==> src/rtl/rhd_pkg.sv <==
`default_nettype none
// ----------------------------------------------------------------------------
// rhd_pkg: shared types and codes for the range hazard detector
// Label record as held in a table cell, per-cell hit record, cell control
// group, kind/hazard/result codes and the hazard classification function.
// ----------------------------------------------------------------------------
package rhd_pkg;

  localparam logic [2:0] KIND_READ  = 3'd0;
  localparam logic [2:0] KIND_WRITE = 3'd1;

  localparam logic [1:0] HAZ_RAW   = 2'd0;
  localparam logic [1:0] HAZ_WAW   = 2'd1;
  localparam logic [1:0] HAZ_OTHER = 2'd2;

  localparam logic RES_HAZARD = 1'b0;
  localparam logic RES_FULL   = 1'b1;

  // lo is the range start, hi is start + length (wraps at 64 bits)
  typedef struct packed {
    logic [63:0] id;
    logic [2:0]  kind;
    logic [31:0] key;
    logic [63:0] lo;
    logic [63:0] hi;
    logic        has_range;
  } label_t;

  typedef struct packed {
    logic        hit;
    logic [63:0] dep;
    logic [63:0] pre;
    logic [1:0]  haz;
  } hit_t;

  typedef struct packed {
    logic kill;
    logic clear;
  } cell_ctrl_t;

  function automatic logic [1:0] classify(input logic [2:0] early_kind,
                                          input logic [2:0] late_kind);
    logic [1:0] haz;
    haz = HAZ_OTHER;
    if (early_kind == KIND_WRITE && late_kind == KIND_READ) begin
      haz = HAZ_RAW;
    end else if (early_kind == KIND_WRITE && late_kind == KIND_WRITE) begin
      haz = HAZ_WAW;
    end
    return haz;
  endfunction

endpackage
`default_nettype wire

==> src/rtl/rhd_cell.sv <==
`default_nettype none
// ----------------------------------------------------------------------------
// rhd_cell: one table entry of the hazard detector chain
// Holds one stored label, checks the probe passing through it this cycle and
// hands the probe on to the next cell at the clock edge.
// ----------------------------------------------------------------------------
module rhd_cell (
  input  wire logic                clk,
  input  wire logic                rst,
  input  wire rhd_pkg::cell_ctrl_t ctrl,
  input  wire logic                wr_en,
  input  wire rhd_pkg::label_t     wr_data,
  input  wire rhd_pkg::label_t     probe_in,
  input  wire logic                probe_in_valid,
  output rhd_pkg::label_t          probe_out,
  output logic                     probe_out_valid,
  output rhd_pkg::hit_t            result
);

  logic            valid;
  rhd_pkg::label_t entry;
  logic            meet;
  logic            both_read;

  always_ff @(posedge clk) begin
    if (rst) begin
      valid           <= 1'b0;
      probe_out_valid <= 1'b0;
    end else begin
      probe_out_valid <= probe_in_valid && !ctrl.kill;
      if (ctrl.clear) begin
        valid <= 1'b0;
      end else if (wr_en) begin
        valid <= 1'b1;
      end
    end
  end

  always_ff @(posedge clk) begin
    probe_out <= probe_in;
    if (wr_en) begin
      entry <= wr_data;
    end
  end

  always_comb begin
    meet = valid && probe_in_valid && (entry.key == probe_in.key) &&
           entry.has_range && probe_in.has_range &&
           (entry.lo < probe_in.hi) && (probe_in.lo < entry.hi);
    both_read = (entry.kind == rhd_pkg::KIND_READ) &&
                (probe_in.kind == rhd_pkg::KIND_READ);
    result = '0;
    if (meet && !both_read) begin
      result.hit = 1'b1;
      // on equal ids the stored label is the earlier one
      if (probe_in.id < entry.id) begin
        result.dep = entry.id;
        result.pre = probe_in.id;
        result.haz = rhd_pkg::classify(probe_in.kind, entry.kind);
      end else begin
        result.dep = probe_in.id;
        result.pre = entry.id;
        result.haz = rhd_pkg::classify(entry.kind, probe_in.kind);
      end
    end
  end

endmodule
`default_nettype wire

==> config.mk <==
export PLATFORM = sky130hd
export DESIGN_NAME = rhd_cell
export DESIGN_NICKNAME = d
export VERILOG_FILES = /design/src/rtl/rhd_pkg.sv /design/src/rtl/rhd_cell.sv
export SDC_FILE = /design/constraint.sdc
export NUM_CORES = 1
export LEC_CHECK = 0
export BUFFER_PORTS_ARGS = -buffer_cell sky130_fd_sc_hd__buf_2
export CAP_MARGIN = 15
export CORE_AREA = 2 2 320 322
export CTS_BUF_LIST = sky130_fd_sc_hd__clkbuf_4 sky130_fd_sc_hd__clkbuf_8
export DETAILED_ROUTE_END_ITERATION = 8
export DIE_AREA = 0 0 322 324
export GPL_TIMING_DRIVEN = 0
export HOLD_SLACK_MARGIN = 0.12
export SLEW_MARGIN = 30
export SYNTH_ARGS = -nofsm -noshare
export SYNTH_HDL_FRONTEND = slang
export SYNTH_SLANG_ARGS = --single-unit
==> constraint.sdc <==
create_clock -name clk -period 3 [get_ports clk]
set_clock_uncertainty 0.2 [all_clocks]
set_input_delay 0.3 -clock clk [delete_from_list [all_inputs] [get_ports clk]]
set_output_delay 0.3 -clock clk [all_outputs]
set_load 0.03 [all_outputs]
==> results.tsv, run 1 <==
metric	value	unit
synth_most_common_cell	dfxtp_1	
avgSynthCellArea	11.9	um2
synth_top_cell_by_area	edfxtp_1	
synth.top_cell.area_share	34.7	%
pin_count	822	
syn-cell-area	0.0197	mm2
cts_hold_buf	802	
clk_path_buf_depth	3	
num_rows	117	
htree_levels	3	
ys_seq_area_share	58.1	%
fp.dieH	324	um
ys_types	59	
synth_fp_nets	2314	
synth_cells	1663	
start_util	19.5	%
cts_resized	509	
die_w	322	um
synth_top_cells_by_count	dfxtp_1 (230), edfxtp_1 (228), inv_1 (198)	
synth-simple-area-share	7.88	%
yosys-top-cells-area	edfxtp_1 (35%), dfxtp_1 (23%), ha_1 (12%)	
synth_edf_count	228	
dp_hpwl	70800	um
synth_seq_cells	458	
synth_fa_ha_area_share	12.0	%
lastStage	clock tree synthesis (4_1_cts)	
synth_top_family_by_area	compound AO/OA/AOI/OAI gates	
error	[ERROR RSZ-0060] Max buffer count reached.	
cts_buffers	84	
status	stopped before the end	
pre_cts_ws	-1.72	ns
async_flop_share	0	%
ys_warn_count	0	
muxShareOfSynthArea	0	%
synth_compound_gate_area_share	14.5	%
synth_xor_area_share	1.42	%
port_buffers	821	
postCtsSetupBuffers	38	
numClockSinks	458	
synthFlopType	dfxtp_1	
cts_root_buf	clkbuf_8	
gp_congestion	0.866	
==> cells by family after synthesis <==
| group | count (synthesis) |
|---|---|
| AO/OA/AOI/OAI | 402 |
| XOR/XNOR | 32 |
| adder cells (fa/ha/maj) | 189 |
| buffers and inverters | 282 |
| flip-flops | 458 |
| AND/OR/NAND/NOR | 300 |
==> per-stage QoR <==
step	cells	util [%]	instance area [um2]	hold WS (ns)	setup TNS, ns
after floorplan	1663	-	21500	0.128	-15.11
after global placement	3793	27.0	27200	0.218	-786.57
after detailed placement	3798	27.1	27300	0.218	-212.71
==> inputs of run 2 (changes only) <==
CTS_BUF_LIST = default   (was sky130_fd_sc_hd__clkbuf_4 sky130_fd_sc_hd__clkbuf_8)
HOLD_SLACK_MARGIN = default   (was 0.12)
PLACE_DENSITY_LB_ADDON = 0.15   (was default)
clock period = 3.9 ns   (was 3 ns; I/O delays follow)
==> run 2 against run 1 <==
The flow now finishes, with violations (negative setup slack); area after synthesis unchanged; synthesized cell count unchanged.
==> results.tsv, run 2 <==
metric	value	unit	change
fillCellCount	10178		
dieArea	0.104	mm2	
post-route-min-period	4.48	ns	
cts_root_buf	clkbuf_16		
multi_input_area	0.00841	mm2	
path_clk_slew	0.07	ns	
fin_nets	3708		
endpoint_kind	primary output		
rsz0062_at_grt	yes		
ir_worst_vdd	0.369	mV	
cts_tree	built		
seqCellArea	0.0115	mm2	
status	finished, violations left		
seq_power_share	40.8	%	
drtIter0Drc	967		
syn-cell-area	0.0197	mm2	unchanged
ys_warn_count	0		unchanged
total_leakage_power	15.3	nW	
totalPowerFinal	13.6	mW	
syn_to_final_growth	78.1	%	
setup_violations	131		
clk_path_buf_depth	3		unchanged
ys_seq_area_share	58.1	%	unchanged
synth_most_common_cell	dfxtp_1		
hp-class	input pin to register		
timing.fmax	0.223	GHz	
slew_violations	0		
start_util	19.5	%	unchanged
place_area	0.0256	mm2	-6.4%
hold_ws	0.186	ns	
yosys-top-cells-area	edfxtp_1 (35%), dfxtp_1 (23%), ha_1 (12%)		
synthFlopType	dfxtp_1		
violations	negative setup slack		
dr.pass1.iters	5		
vias_per_cell	4.29		
p_sw	3.87	mW	
avgSynthCellArea	11.9	um2	unchanged
reg.largest.list	entry (228), probe_out (228)		
async_flop_share	0	%	unchanged
path_max_fanout	8		
pin_count	822		unchanged
grt_start_max_net_pins	79		
worstPathArrival	3.89	ns	
dp_hpwl	70200	um	-0.76%
fp.dieH	324	um	unchanged
tns	-63.54	ns	
worst_slack	-0.583	ns	
worstSetupPathType	register to primary output		
muxShareOfSynthArea	0	%	unchanged
hold_violations	0		
synth_top_cells_by_count	dfxtp_1 (230), edfxtp_1 (228), inv_1 (198)		
cts_buffers	56		-33%
grt_pass1_wl	128000	um	
final_cell_mix	buf_2 (692), dlygate4sd3_1 (461), dfxtp_1 (230)		
track_usage	16.7	%	
synth_fa_ha_area_share	12.0	%	unchanged
sw_frac_of_total	28.6	%	
power_density	386	mW/mm2	
pwr-share-comb	17.9	%	
drive_gt1_share	41.5	%	
wl_per_cell	20.7	um	
numClockSinks	458		unchanged
num_vias	18966		
synth_edf_count	228		unchanged
synth.top_cell.area_share	34.7	%	unchanged
synth_top_cell_by_area	edfxtp_1		
global_route.overflow_total	0		
routed_wl	91400	um	
die_w	322	um	unchanged
antenna_found_initial	14		
port_buffers	821		unchanged
start_kind	register		
synth-simple-area-share	7.88	%	unchanged
synth_seq_cells	458		unchanged
coreArea	0.101	mm2	
cap_violations	0		
antenna_left	0		
fin_area	0.0351	mm2	
synth_cells	1663		unchanged
clk_latency	0.64	ns	
synth_xor_area_share	1.42	%	unchanged
timing.final.crit_share	115	%	
grt_pass1_vias	20196		
p_int	9.69	mW	
synth_compound_gate_area_share	14.5	%	unchanged
clkPwrFrac	41.3	%	
synth_top_family_by_area	compound AO/OA/AOI/OAI gates		
num_rows	117		unchanged
ys_types	59		unchanged
tightest_slew	0.513	ns	
layout_commonest_cell	buf_2		
maxSlewHeadroom	65.8	%	
crit_required	3.31	ns	
synth_fp_nets	2314		unchanged
gp_congestion	0.849		-2.0%
drc_errors	0		
htree_levels	2		-1
## run 2: cell families after synthesis
family                     count (synthesis)
and+or+nand+nor                          300
buffers and inverters                    282
adders and majority gates                189
DFF                                      458
xor gates and xnor gates                  32
AOI/OAI and AO/OA                        402
## run 2: per-layer routing
metal  vias up  track usage (%)  wire (um)
li1       8878                -          -
met1      9179             18.5      35000
met2       749             31.7      48400
met3       154             3.18       5170
met4         6             5.39       2760
met5         -                0         43
## run 2: cell type report
type / count / area share, %
Antenna cell: 9 / 0.0641
Sequential cell: 458 / 32.6
Tap cell: 1309 / 4.66
Timing Repair Buffer: 1338 / 28.4
Inverter: 198 / 2.12
Clock buffer: 74 / 4.63
Buffer: 82 / 2.59
Clock inverter: 32 / 1.04
Multi-Input combinational cell: 923 / 23.9
## run 2: final timing paths
check / to / startpoint / slack (ns) / depth (start not counted)
min reg2reg: valid / valid / 0.86 / 3
max: result[29] / entry[186] / -0.58 / 15
min: probe_out[47] / probe_in[47] / 0.19 / 2
max reg2reg: valid / valid / 2.57 / 3
## run 2: repair_timing
item                                   CTS  global route
gates cloned                             1             9
pin swaps                               84           130
buffers inserted                        23            19
gates resized for setup                466           267
setup endpoints to repair              131           131
hold buffers                           461             0
endpoints found under the hold margin  476             0
## run 2: power by group through the flow
stage	clock network [mW]	registers, mW	logic, mW
CTS	5.78	5.53	2.33
global placement	0	5.65	1.74
detailed placement	0	5.64	1.78
global route	5.96	5.56	2.66
finish	5.60	5.53	2.43
floorplan	0	5.85	0.720
## run 2: critical path: stages (launching register included)
cell	delay, ns
edfxtp_1	0.41
inv_1	0.07
ha_1	0.29
nand4_1	0.20
buf_4	0.21
nor3_2	0.19
a221o_1	0.24
a211oi_4	0.07
buf_4	0.15
a2111oi_4	0.29
buf_6	0.19
buf_12	0.18
buf_8	0.14
o21ai_2	0.07
a211oi_4	0.36
buf_6	0.19
## run 2: stage by stage
| step | utilization, % | setup slack [ns] | cells |
|---|---|---|---|
| floorplan | - | 0.279 | 1663 |
| global placement | 25.2 | -1.82 | 3793 |
| detailed placement | 25.3 | -1.40 | 3798 |
| CTS | 33.8 | -0.742 | 4389 |
| global route | 34.8 | -0.724 | 4417 |
| finish | 34.8 | -0.583 | 4423 |
Power figures use the tool's default switching activity.
==> inputs of run 3 (changes only) <==
REMOVE_ABC_BUFFERS = 1   (was default)
SETUP_SLACK_MARGIN = 0.2   (was default)
==> run 3 against run 2 <==
Non-clock buffer count down 15; via count down 0.89%; critical path type unchanged; worst hold slack worse by 0.00099 ns; die area unchanged; the flow still finishes with violations (negative setup slack); largest power group is now registers.
==> results.tsv, run 3 (same netlist as run 2, synthesis figures left out) <==
metric	value	unit	change
hp-class	input pin to register		
worst_slack	-0.564	ns	+0.0189 ns
dp.cells	3749		-1.3%
clkPwrFrac	40.4	%	-0.9 points
power_density	379	mW/mm2	-1.8%
cap_violations	0		unchanged
layout_commonest_cell	buf_2		
hold_violations	0		unchanged
crit_required	3.31	ns	about the same
busiest_layer	met2		
reg.largest.list	entry (228), probe_out (228)		
dieArea	0.104	mm2	unchanged
cts_tree	built		
crit_slowest_cell	a2111oi_4		
coreArea	0.101	mm2	unchanged
wl_per_cell	20.0	um	-3.4%
seq_power_share	41.4	%	+0.6 points
path_clk_slew	0.06	ns	about the same
start_util	19.5	%	unchanged
pin_count	822		unchanged
global_route.usage.met1	17.4	%	-1.1 points
final_cells	4407		-0.36%
port_buffers	821		unchanged
r2r_start	valid		
crit_chain	inv_2 -> ha_4 -> nand4_1 -> buf_6 -> nor4_4 -> and3_1 -> a22oi_2 -> a2111oi_4 -> buf_6 -> buf_12 -> buf_12 -> buf_8 -> o21ai_4 -> a211oi_2 -> buf_4		
htree_levels	2		unchanged
post-route-util	34.8	%	+0.051 points
vias_per_cell	4.27		-0.53%
slew_violations	0		unchanged
grt_pass1_vias	19880		-1.6%
fin_nets	3696		-0.32%
cp-startpoint	entry[188]		
post-route-min-period	4.46	ns	-0.0189 ns
dr.pass1.iters	4		-1
global_route.overflow_total	0		unchanged
cp_slowest_stage_delay	0.50	ns	+0.09 ns
track_usage	15.6	%	-1.0 points
hold_start	probe_in[7]		
worstSetupPathType	register to primary output		
drc_errors	0		unchanged
cts_buffers	57		+1.8%
tns	-60.84	ns	+2.70 ns
rsz0062_at_grt	yes		
final_cell_mix	buf_2 (690), dlygate4sd3_1 (461), dfxtp_1 (230)		
syn_to_final_growth	78.4	%	
met2_usage	29.4	%	-2.3 points
grt_use_met3	3.44	%	+0.26 points
grt_start_max_net_pins	69		-13%
cts_root_buf	clkbuf_16		
sw_frac_of_total	28.3	%	-0.24 points
ir_worst_vdd	0.385	mV	+4.4%
fp.dieH	324	um	unchanged
maxSlewHeadroom	57.8	%	-8.0 points
clk_latency	0.63	ns	about the same
totalPowerFinal	13.3	mW	-1.7%
path_max_fanout	6		-2
grt_pass1_wl	123000	um	-4.1%
drive_gt1_share	40.1	%	-1.4 points
num_vias	18798		-0.89%
clk_path_buf_depth	3		unchanged
num_rows	117		unchanged
start_kind	register		
timing.fmax	0.224	GHz	+0.42%
status	finished, violations left		
setup_violations	131		unchanged
p_sw	3.77	mW	-2.5%
fillCellCount	10176		-0.020%
gp_congestion	0.798		-6.1%
dp_hpwl	61900	um	-12%
antenna_left	0		unchanged
tightest_slew	0.632	ns	+0.119 ns
routed_wl	88000	um	-3.7%
p_int	9.56	mW	-1.4%
pwr-share-comb	18.2	%	+0.3 points
antenna_found_initial	11		-3
endpoint_kind	primary output		
worstPathArrival	3.87	ns	-0.02 ns
timing.final.crit_share	114	%	-0.49 points
numClockSinks	458		unchanged
drtIter0Drc	952		-1.6%
violations	negative setup slack		
die_w	322	um	unchanged
total_leakage_power	15.5	nW	+1.5%
-- run 3: cell types whose count changed in the layout (fill, tap and decap cells not counted), sizes merged --
cell and delta:
clkbuf -15, bufbuf +5, diode -5, buf +3
bufinv -3, clkinvlp -2, inv -2, clkinv +1
nor2 +1, or2 +1
-- run 3: through the flow --
step                      hold WS [ns]  cell area (um2)  setup slack (ns)
after floorplan                  0.218            19300             -6.39
after global placement           0.312            25000            -11.48
after detailed placement         0.312            25800            -0.918
after CTS                        0.111            34000            -0.768
after global routing             0.150            35200            -0.754
final                            0.185            35200            -0.564
-- run 3: layer usage --
metal	up-vias	part of all wire, %
met5	-	0.026
met2	693	52
met4	4	2.7
li1	8885	-
met1	9077	39
met3	139	6.5
-- run 3: repair_timing --
action / in CTS / in global routing
gates resized for setup: 276 / 171
buffers inserted: 30 / 25
hold endpoints to repair: 508 / 0
hold buffers: 461 / 0
cloned: 13 / 17
setup endpoints to repair: 131 / 131
pin swaps: 51 / 131
-- run 3: final timing paths --
path                                endpoint  slack (ns)  cells past startpoint
worst min register to register         valid        0.88                      3
worst min-delay path            probe_out[7]        0.19                      2
worst max register to register         valid        2.55                      3
worst max-delay path              result[24]       -0.56                     15
-- run 3: layout make-up --
class | instances | area (um2) | share of cell area [%]
clock buffer | 82 | 1680 | 4.79
timing repair buffer | 1405 | 11400 | 32.3
multi-input combinational | 925 | 8070 | 22.9
sequential | 458 | 11500 | 32.5
antenna | 4 | 10.0 | 0.0285
clock inverter | 26 | 215 | 0.612
tap | 1309 | 1640 | 4.66
inverter | 198 | 743 | 2.11
-- run 3: critical path, delay by kind of cell (launching register included) --
| family | cells | cell delay [ns] |
|---|---|---|
| adder cells (fa/ha/maj) | 1 | 0.26 |
| flip-flops | 1 | 0.40 |
| AO/OA/AOI/OAI | 4 | 0.95 |
| AND/OR/NAND/NOR | 3 | 0.59 |
| buffers and inverters | 7 | 1.00 |
-- run 3: power by group through the flow --
stage | combinational [mW] | clock [mW] | sequential (mW)
CTS | 2.34 | 5.55 | 5.52
finish | 2.42 | 5.39 | 5.52
detailed placement | 1.82 | 0 | 5.61
floorplan | 0.710 | 0 | 5.85
global route | 2.65 | 5.73 | 5.55
global placement | 1.74 | 0 | 5.63
